[config.mk]
export PLATFORM = sky130hd
export DESIGN_NAME = key_click_classifier_core
export DESIGN_NICKNAME = d
export VERILOG_FILES = /design/src/rtl/kcc_pkg.sv /design/src/rtl/key_click_classifier_core.sv
export VERILOG_INCLUDE_DIRS = /design/src /design/src/rtl
export SDC_FILE = /design/constraint.sdc
export NUM_CORES = 2
export LEC_CHECK = 0
export ABC_AREA = 1
export BUFFER_PORTS_ARGS = -buffer_cell sky130_fd_sc_hd__buf_2
export CAP_MARGIN = 30
export CORE_MARGIN = 1.5
export CORE_UTILIZATION = 55
export DETAILED_ROUTE_END_ITERATION = 6
export PLACE_DENSITY = 0.73
export SETUP_SLACK_MARGIN = 0.3
export SYNTH_ARGS = -nofsm -noshare
export SYNTH_HDL_FRONTEND = slang
export SYNTH_SLANG_ARGS = --single-unit
[constraint.sdc]
create_clock -name clk -period 3.63 [get_ports clk]
set_input_delay 0.5445 -clock clk [delete_from_list [all_inputs] [get_ports clk]]
set_output_delay 0.5445 -clock clk [all_outputs]
set_load 0.01 [all_outputs]
[src/rtl/key_click_classifier_core_macros.svh]
// assertion macros for the key click classifier
`ifndef KEY_CLICK_CLASSIFIER_CORE_MACROS_SVH
`define KEY_CLICK_CLASSIFIER_CORE_MACROS_SVH

// same-cycle implication, checked out of reset
`define KCC_ASSERT_NOW(lbl, ante, cons) \
  lbl: assert property (@(posedge clk) disable iff (!rst_n) (ante) |-> (cons)) \
    else $error("kcc same-cycle check failed");

// next-cycle implication, checked out of reset
`define KCC_ASSERT_NEXT(lbl, ante, cons) \
  lbl: assert property (@(posedge clk) disable iff (!rst_n) (ante) |=> (cons)) \
    else $error("kcc next-cycle check failed");

`endif

[src/rtl/kcc_pkg.sv]
`timescale 1ns / 1ps
package kcc_pkg;

  localparam int NUM_KEYS  = 8;
  localparam int LEVEL_W   = 8;
  localparam int IDX_W     = 3;
  localparam int CNT_W     = 16;
  localparam int CODE_W    = 2;
  localparam int FLAG_W    = 3;
  localparam int KEY_SEL_W = (NUM_KEYS > 1) ? $clog2(NUM_KEYS) : 1;
  localparam int LVL_KEYS  = (NUM_KEYS < LEVEL_W) ? NUM_KEYS : LEVEL_W;

  localparam int IN_DATA_W  = 16;
  localparam int OUT_DATA_W = 8;
  localparam int CFG_IDX_W  = 1;

  // register indexes
  localparam logic [CFG_IDX_W-1:0] REG_LONG_PRESS   = 1'd0;
  localparam logic [CFG_IDX_W-1:0] REG_DOUBLE_WINDOW = 1'd1;

  localparam logic [CNT_W-1:0] LONG_PRESS_RST    = 16'd50;
  localparam logic [CNT_W-1:0] DOUBLE_WINDOW_RST = 16'd25;
  localparam logic [CNT_W-1:0] CNT_MAX           = '1;

  // operations
  localparam logic OP_TICK = 1'b0;
  localparam logic OP_READ = 1'b1;

  // pending flag bits
  localparam int FL_PUSH   = 0;
  localparam int FL_LONG   = 1;
  localparam int FL_DOUBLE = 2;

  // event codes
  localparam logic [CODE_W-1:0] EV_NONE   = 2'd0;
  localparam logic [CODE_W-1:0] EV_PUSH   = 2'd1;
  localparam logic [CODE_W-1:0] EV_LONG   = 2'd2;
  localparam logic [CODE_W-1:0] EV_DOUBLE = 2'd3;

  typedef enum logic [4:0] {
    PH_IDLE     = 5'b00001,
    PH_DEBOUNCE = 5'b00010,
    PH_HOLD     = 5'b00100,
    PH_WAIT     = 5'b01000,
    PH_RELEASE  = 5'b10000
  } phase_t;

  function automatic logic [CNT_W-1:0] sat_inc(input logic [CNT_W-1:0] v);
    return (v == CNT_MAX) ? v : v + 1'b1;
  endfunction

endpackage

[src/rtl/key_click_classifier_core.sv]
// key click classifier: every key runs its own classifier (idle, debounce,
// hold counting, double-click wait, wait-for-release). an input item with
// in_tuser = 0 is a scan tick carrying all key levels and updates every key
// at once; it returns nothing. an item with in_tuser = 1 reads one key and
// returns one result item holding its highest-priority pending event (push,
// then long press, then double click), clearing just that flag. the block
// takes one item per clock: the item sits in an input register, all keys
// update in one pass of logic into the state registers, and a read result
// lands in an output register, so in_tready stays high while the result
// waits as long as the input register is empty or holds a tick, or the
// result is being taken. a read result passes the input register and then
// the output register before it is offered. configuration may be written
// only while no item is in flight.
`timescale 1ns / 1ps
`include "key_click_classifier_core_macros.svh"

module key_click_classifier_core
  import kcc_pkg::*;
(
  input  logic                  clk,
  input  logic                  rst_n,
  // input channel
  input  logic                  in_tvalid,
  output logic                  in_tready,
  input  logic [IN_DATA_W-1:0]  in_tdata,   // [7:0] key_levels, [10:8] key_index
  input  logic                  in_tuser,   // [0] op
  // result channel
  output logic                  out_tvalid,
  input  logic                  out_tready,
  output logic [OUT_DATA_W-1:0] out_tdata,  // [1:0] event_code
  // configuration
  input  logic                  cfg_wr_en,
  input  logic [CFG_IDX_W-1:0]  cfg_index,
  input  logic [CNT_W-1:0]      cfg_wdata
);

  // configuration registers
  logic [CNT_W-1:0] long_ticks_r;
  logic [CNT_W-1:0] dbl_window_r;

  always_ff @(posedge clk) begin
    if (!rst_n) begin
      long_ticks_r <= LONG_PRESS_RST;
      dbl_window_r <= DOUBLE_WINDOW_RST;
    end else if (cfg_wr_en) begin
      case (cfg_index)
        REG_LONG_PRESS:    long_ticks_r <= cfg_wdata;
        REG_DOUBLE_WINDOW: dbl_window_r <= cfg_wdata;
        default: ;
      endcase
    end
  end

  // input register
  logic               in_vld_r;
  logic               op_r;
  logic [LEVEL_W-1:0] lvl_r;
  logic [IDX_W-1:0]   idx_r;
  logic               s1_adv;
  logic               in_fire;

  // output register
  logic              out_vld_r;
  logic [CODE_W-1:0] code_r;

  // an item leaves the input register when it is a tick, or when the
  // output register is free or drains this cycle
  assign s1_adv    = in_vld_r && (op_r == OP_TICK || !out_vld_r || out_tready);
  assign in_tready = !in_vld_r || s1_adv;
  assign in_fire   = in_tvalid && in_tready;

  always_ff @(posedge clk) begin
    if (!rst_n) begin
      in_vld_r <= 1'b0;
    end else if (in_fire) begin
      in_vld_r <= 1'b1;
    end else if (s1_adv) begin
      in_vld_r <= 1'b0;
    end
  end

  always_ff @(posedge clk) begin
    if (in_fire) begin
      op_r  <= in_tuser;
      lvl_r <= in_tdata[LEVEL_W-1:0];
      idx_r <= in_tdata[LEVEL_W+IDX_W-1:LEVEL_W];
    end
  end

  logic tick_go;
  logic read_go;
  assign tick_go = s1_adv && (op_r == OP_TICK);
  assign read_go = s1_adv && (op_r == OP_READ);

  // per-key state
  phase_t           phase_r   [NUM_KEYS];
  phase_t           phase_nxt [NUM_KEYS];
  logic [CNT_W-1:0] hold_r    [NUM_KEYS];
  logic [CNT_W-1:0] hold_nxt  [NUM_KEYS];
  logic [CNT_W-1:0] win_r     [NUM_KEYS];
  logic [CNT_W-1:0] win_nxt   [NUM_KEYS];
  logic [FLAG_W-1:0] flags_r  [NUM_KEYS];
  logic [FLAG_W-1:0] flags_nxt[NUM_KEYS];

  // keys beyond the level bits always look released
  logic [NUM_KEYS-1:0] key_prs;
  always_comb begin
    key_prs = '0;
    for (int k = 0; k < LVL_KEYS; k++) begin
      key_prs[k] = lvl_r[k];
    end
  end

  // read side: one key, selected by the item's index
  logic [KEY_SEL_W-1:0] rd_sel;
  logic                 rd_ok;
  logic [FLAG_W-1:0]    rd_flags;
  logic [CODE_W-1:0]    rd_code;

  assign rd_sel   = KEY_SEL_W'(idx_r);
  assign rd_ok    = 32'(idx_r) < 32'(NUM_KEYS);
  assign rd_flags = flags_r[rd_sel];

  always_comb begin
    rd_code = EV_NONE;
    if (rd_ok) begin
      if (rd_flags[FL_PUSH]) begin
        rd_code = EV_PUSH;
      end else if (rd_flags[FL_LONG]) begin
        rd_code = EV_LONG;
      end else if (rd_flags[FL_DOUBLE]) begin
        rd_code = EV_DOUBLE;
      end
    end
  end

  // all keys advance in parallel on a tick; a read clears at most one flag
  always_comb begin
    logic [CNT_W-1:0] h_inc;
    logic [CNT_W-1:0] w_inc;
    for (int k = 0; k < NUM_KEYS; k++) begin
      phase_nxt[k] = phase_r[k];
      hold_nxt[k]  = hold_r[k];
      win_nxt[k]   = win_r[k];
      flags_nxt[k] = flags_r[k];
      h_inc        = sat_inc(hold_r[k]);
      w_inc        = sat_inc(win_r[k]);
      if (tick_go) begin
        case (phase_r[k])
          PH_DEBOUNCE: begin
            if (key_prs[k]) begin
              phase_nxt[k] = PH_HOLD;
              hold_nxt[k]  = '0;
            end else begin
              phase_nxt[k] = PH_IDLE;
            end
          end
          PH_HOLD: begin
            if (key_prs[k]) begin
              if (h_inc >= long_ticks_r) begin
                hold_nxt[k]           = '0;
                phase_nxt[k]          = PH_RELEASE;
                flags_nxt[k][FL_LONG] = 1'b1;
              end else begin
                hold_nxt[k] = h_inc;
              end
            end else begin
              hold_nxt[k]  = '0;
              win_nxt[k]   = '0;
              phase_nxt[k] = PH_WAIT;
            end
          end
          PH_WAIT: begin
            win_nxt[k] = w_inc;
            if (key_prs[k] && w_inc <= dbl_window_r) begin
              phase_nxt[k]            = PH_RELEASE;
              win_nxt[k]              = '0;
              flags_nxt[k][FL_DOUBLE] = 1'b1;
            end else if (!key_prs[k] && w_inc > dbl_window_r) begin
              phase_nxt[k]          = PH_IDLE;
              win_nxt[k]            = '0;
              flags_nxt[k][FL_PUSH] = 1'b1;
            end
          end
          PH_RELEASE: begin
            if (!key_prs[k]) begin
              phase_nxt[k] = PH_IDLE;
            end
          end
          default: begin
            // idle and any stray code
            phase_nxt[k] = key_prs[k] ? PH_DEBOUNCE : PH_IDLE;
          end
        endcase
      end else if (read_go && rd_ok && KEY_SEL_W'(k) == rd_sel) begin
        case (rd_code)
          EV_PUSH:   flags_nxt[k][FL_PUSH]   = 1'b0;
          EV_LONG:   flags_nxt[k][FL_LONG]   = 1'b0;
          EV_DOUBLE: flags_nxt[k][FL_DOUBLE] = 1'b0;
          default: ;
        endcase
      end
    end
  end

  always_ff @(posedge clk) begin
    if (!rst_n) begin
      for (int k = 0; k < NUM_KEYS; k++) begin
        phase_r[k] <= PH_IDLE;
        hold_r[k]  <= '0;
        win_r[k]   <= '0;
        flags_r[k] <= '0;
      end
    end else begin
      for (int k = 0; k < NUM_KEYS; k++) begin
        phase_r[k] <= phase_nxt[k];
        hold_r[k]  <= hold_nxt[k];
        win_r[k]   <= win_nxt[k];
        flags_r[k] <= flags_nxt[k];
      end
    end
  end

  // result register
  always_ff @(posedge clk) begin
    if (!rst_n) begin
      out_vld_r <= 1'b0;
    end else if (read_go) begin
      out_vld_r <= 1'b1;
    end else if (out_tready) begin
      out_vld_r <= 1'b0;
    end
  end

  always_ff @(posedge clk) begin
    if (read_go) begin
      code_r <= rd_code;
    end
  end

  assign out_tvalid = out_vld_r;
  assign out_tdata  = {{(OUT_DATA_W-CODE_W){1'b0}}, code_r};

  // a read that leaves the input register always shows up as a result
  `KCC_ASSERT_NEXT(a_read_gives_result, read_go, out_tvalid)
  // ticks never create a result
  `KCC_ASSERT_NEXT(a_no_spurious_result, !out_tvalid && !read_go, !out_tvalid)
  // an empty input register never back-pressures
  `KCC_ASSERT_NOW(a_empty_takes_item, !in_vld_r, in_tready)

endmodule
==> results.py <==
metrics = {
    "sta": {
        "finalHoldWorstSlack_ns": 0.1421,
        "finalClockSkew_ns": 0.02812,
        "slew_headroom_pct": 27.99,
        "post-route-period-util_pct": 98.05,
        "max_slew.worst_pin.slew_ns": 1.080,
        "fmax_ghz": 0.2810,
        "setup_viol": 0,
        "slew_viol_final": 0,
        "post-route-min-period_ns": 3.559,
        "rsz0062_at_grt": "true",
        "hold_violations": 0,
        "setup_tns_ns": 0,
    },
    "yosys": {
        "ys_ff_latch": 371,
        "async_reset_ff_share_pct": 0,
        "synthFlopType": "dfxtp_1",
        "synth-edff-count": 38,
        "synth_top_cell_by_area": "dfxtp_1",
        "syn_avg_cell_area_um2": 6.529,
        "synth_area_leaders": "dfxtp_1 23%, nand2_1 15%, ha_1 13%",
        "syn_inst": 4349,
        "ys_seq_area_share_pct": 27.50,
        "ys_warn_count": 0,
        "netlist-cell-type-count": 59,
        "synth_area_um2": 28390,
        "synth_top_area_share_pct": 23.48,
    },
    "final_layout": {
        "layout.nets": 4939,
        "final_cell_mix": "998 x nand2_1, 522 x nor2_1, 402 x inv_1, 350 x a21oi_1, 293 x dfxtp_1",
        "regArea_um2": 7865,
        "final_cells": 5330,
        "multi_input_area_um2": 20300,
        "final_util_pct": 68.67,
        "final_common_cell": "nand2_1",
        "fillers": 4303,
        "drive_gt1_share_pct": 20.03,
        "layout-area-overhead-vs-synth_pct": 23.83,
    },
    "clock_tree": {
        "clockBufferDepth": 3,
        "htreeDepth": 2,
        "clkSlewWorstSetupHoldPaths_ns": 0.06,
        "numCtsBuffers": 47,
        "cts_tree": "built",
        "cts_root_buf": "clkbuf_16",
        "clkLatencyLatePin_ns": 0.61,
        "cts_num_sinks": 371,
    },
    "placed_design": {
        "port_buffers": 37,
        "post-dp-hpwl_um": 57410,
        "dp_cells": 5146,
        "gp_congestion": 0.9375,
    },
    "global_route": {
        "grt_pass1_vias": 27030,
        "antenna_found_initial": 1,
        "track_usage_pct": 30.78,
        "globalRoute.totalOverflow": 0,
        "grt_max_degree": 169,
        "grt_pass1_wl_um": 134100,
    },
    "drt": {
        "vias": 29690,
        "via_per_inst": 5.569,
        "totalWireLength_um": 86580,
        "drc": 0,
        "first_pass_iters": 6,
        "drt_iter0_drc": 2417,
        "detail_route.wl_per_cell_um": 16.24,
        "antenna_left": 0,
    },
    "setup_path": {
        "regToRegStartpoint": "win_r[1][17]$_SDFFE_PN0P_",
        "crit_start": "win_r[1][17]$_SDFFE_PN0P_",
        "endpoint": "flags_r[5][0]$_DFFE_PP_",
        "reg2reg_depth": 22,
        "worstSetupPathType": "reg2reg",
        "cp_max_fo": 3,
        "startpoint_type": "register",
        "rr_endpoint": "flags_r[5][0]$_DFFE_PP_",
        "cp.arrival_ns": 3.86,
        "endpoint_kind": "register",
        "cp.required_ns": 3.93,
        "rrSetupSlack_ns": 0.07,
    },
    "floorplan": {
        "start_util_pct": 55.46,
        "core-area_um2": 51200,
        "die_height_um": 230.2,
        "io_pins": 49,
        "die_w_um": 230.2,
        "num_rows": 83,
        "die-area_um2": 53000,
    },
    "power": {
        "p_leak_nw": 16.07,
        "pwr_density_cell_nw_per_um2": 291.2,
        "ir_drop_mv": 0.3856,
    },
    "run": {
        "drv_cap": 0,
    },
    "status": {
        "outcome": "finished, final reports clean",
    },
    "worst_hold_path": {
        "hold_path_class": "in2reg",
    },
}
logic make-up after synthesis:
kind of cell	synth area share [%]
compound gates	13.65
other cells	0.01321
flops	27.50
simple gates	33.16
buf+inv	8.276
fa+ha+maj	12.69
xor+xnor	4.719
power breakdown:
group          internal, mW  total [mW]  switching [mW]
clock network          2.99        4.94            1.95
logic                 0.338        1.03           0.690
registers              4.21        4.27          0.0553
Yosys cell counts (all sizes together) (2+ instances only):
cell     count
nand2     1117
nor2       588
inv        466
a21oi      417
dfxtp      333
ha         288
nand3      284
o21ai      230
xor2       116
nand4       99
nor3        79
clkbuf      68
buf         59
edfxtp      38
xnor2       37
o21a        20
nand3b      16
or2         14
o211ai      11
a211oi       9
a31oi        9
nor4         9
o21bai       8
o22ai        8
and2         6
a21o         4
or3          4
and3         2
clkinv       2
o2111ai      2
o31ai        2
state kept, by name (all words and copies together), names as in the netlist, named ones only:
register      count
phase_r          40
win_r           128
code_r            2
long_ticks_r     16
hold_r          128
op_r              1
out_tvalid        1
key_prs           8
flags_r          24
dbl_window_r     16
idx_r             3
in_vld_r          1
routing by layer:
| layer | share of wire, % | global-route usage, % | vias to the layer above |
|---|---|---|---|
| met3 | 7.1 | 4.353 | 221 |
| met4 | 3.7 | 11.89 | 0 |
| met5 | 0 | 0 | - |
| li1 | - | - | 14830 |
| met1 | 44 | 41.01 | 13620 |
| met2 | 45 | 50.22 | 1016 |
stage by stage:
| step | instance area (um2) | power (mW) | setup slack [ns] |
|---|---|---|---|
| detailed placement | 30470 | 5.248 | -0.2416 |
| finish | 35160 | 10.24 | 0.07091 |
| CTS | 33390 | 10.19 | 0.1261 |
| floorplan | 28430 | 4.910 | 0.3265 |
| global placement | 30450 | 5.229 | -0.1764 |
| global route | 35160 | 10.54 | -0.1102 |
repair_timing:
item	CTS	global route
buffers inserted	47	42
resized for setup	237	370
cloned	4	3
pin swaps	122	163
hold buffers	0	0
endpoints found under the setup margin	196	308
critical path, cell delays in order (launching register included):
cell and delay [ns]:
dfxtp_4 0.37, ha_4 0.16, nand2_4 0.06, nor2_2 0.16, nand2_2 0.12, nor2_4 0.13, buf_6 0.13, xor2_2 0.21
inv_1 0.07, ha_1 0.18, inv_1 0.06, a21oi_1 0.07, o21ai_1 0.21, nor2b_4 0.20, o21bai_4 0.07, a21oi_4 0.20
buf_6 0.13, ha_4 0.20, inv_4 0.07, nand2_4 0.07, a21oi_4 0.16, nand3_2 0.10, nand2_1 0.09
worst min-delay path by stage:
stage | from | cells past startpoint | end | slack, ns
floorplan | win_r[0][19]$_SDFFE_PN0P_ | 2 | win_r[0][19]$_SDFFE_PN0P_ | 0.45
global placement | dbl_window_r[5]$_SDFFE_PN0P_ | 2 | dbl_window_r[5]$_SDFFE_PN0P_ | 0.44
detailed placement | dbl_window_r[5]$_SDFFE_PN0P_ | 2 | dbl_window_r[5]$_SDFFE_PN0P_ | 0.45
CTS | in_tdata[4] | 1 | key_prs[4]$_DFFE_PP_ | 0.11
global route | in_tdata[4] | 1 | key_prs[4]$_DFFE_PP_ | 0.12
finish | in_tdata[4] | 1 | key_prs[4]$_DFFE_PP_ | 0.14
final cells by class:
cell class,count,share of cell area [%]
repair inverters,3,0.04982
repair buffers,333,7.737
flip-flops and latches,371,22.37
multi-input cells,3388,57.75
clock inverters,19,0.6940
diodes,2,0.01423
inverters,468,5.153
clock buffers,66,3.815
well taps,680,2.420
No activity file was read; power rests on OpenSTA's default activity.
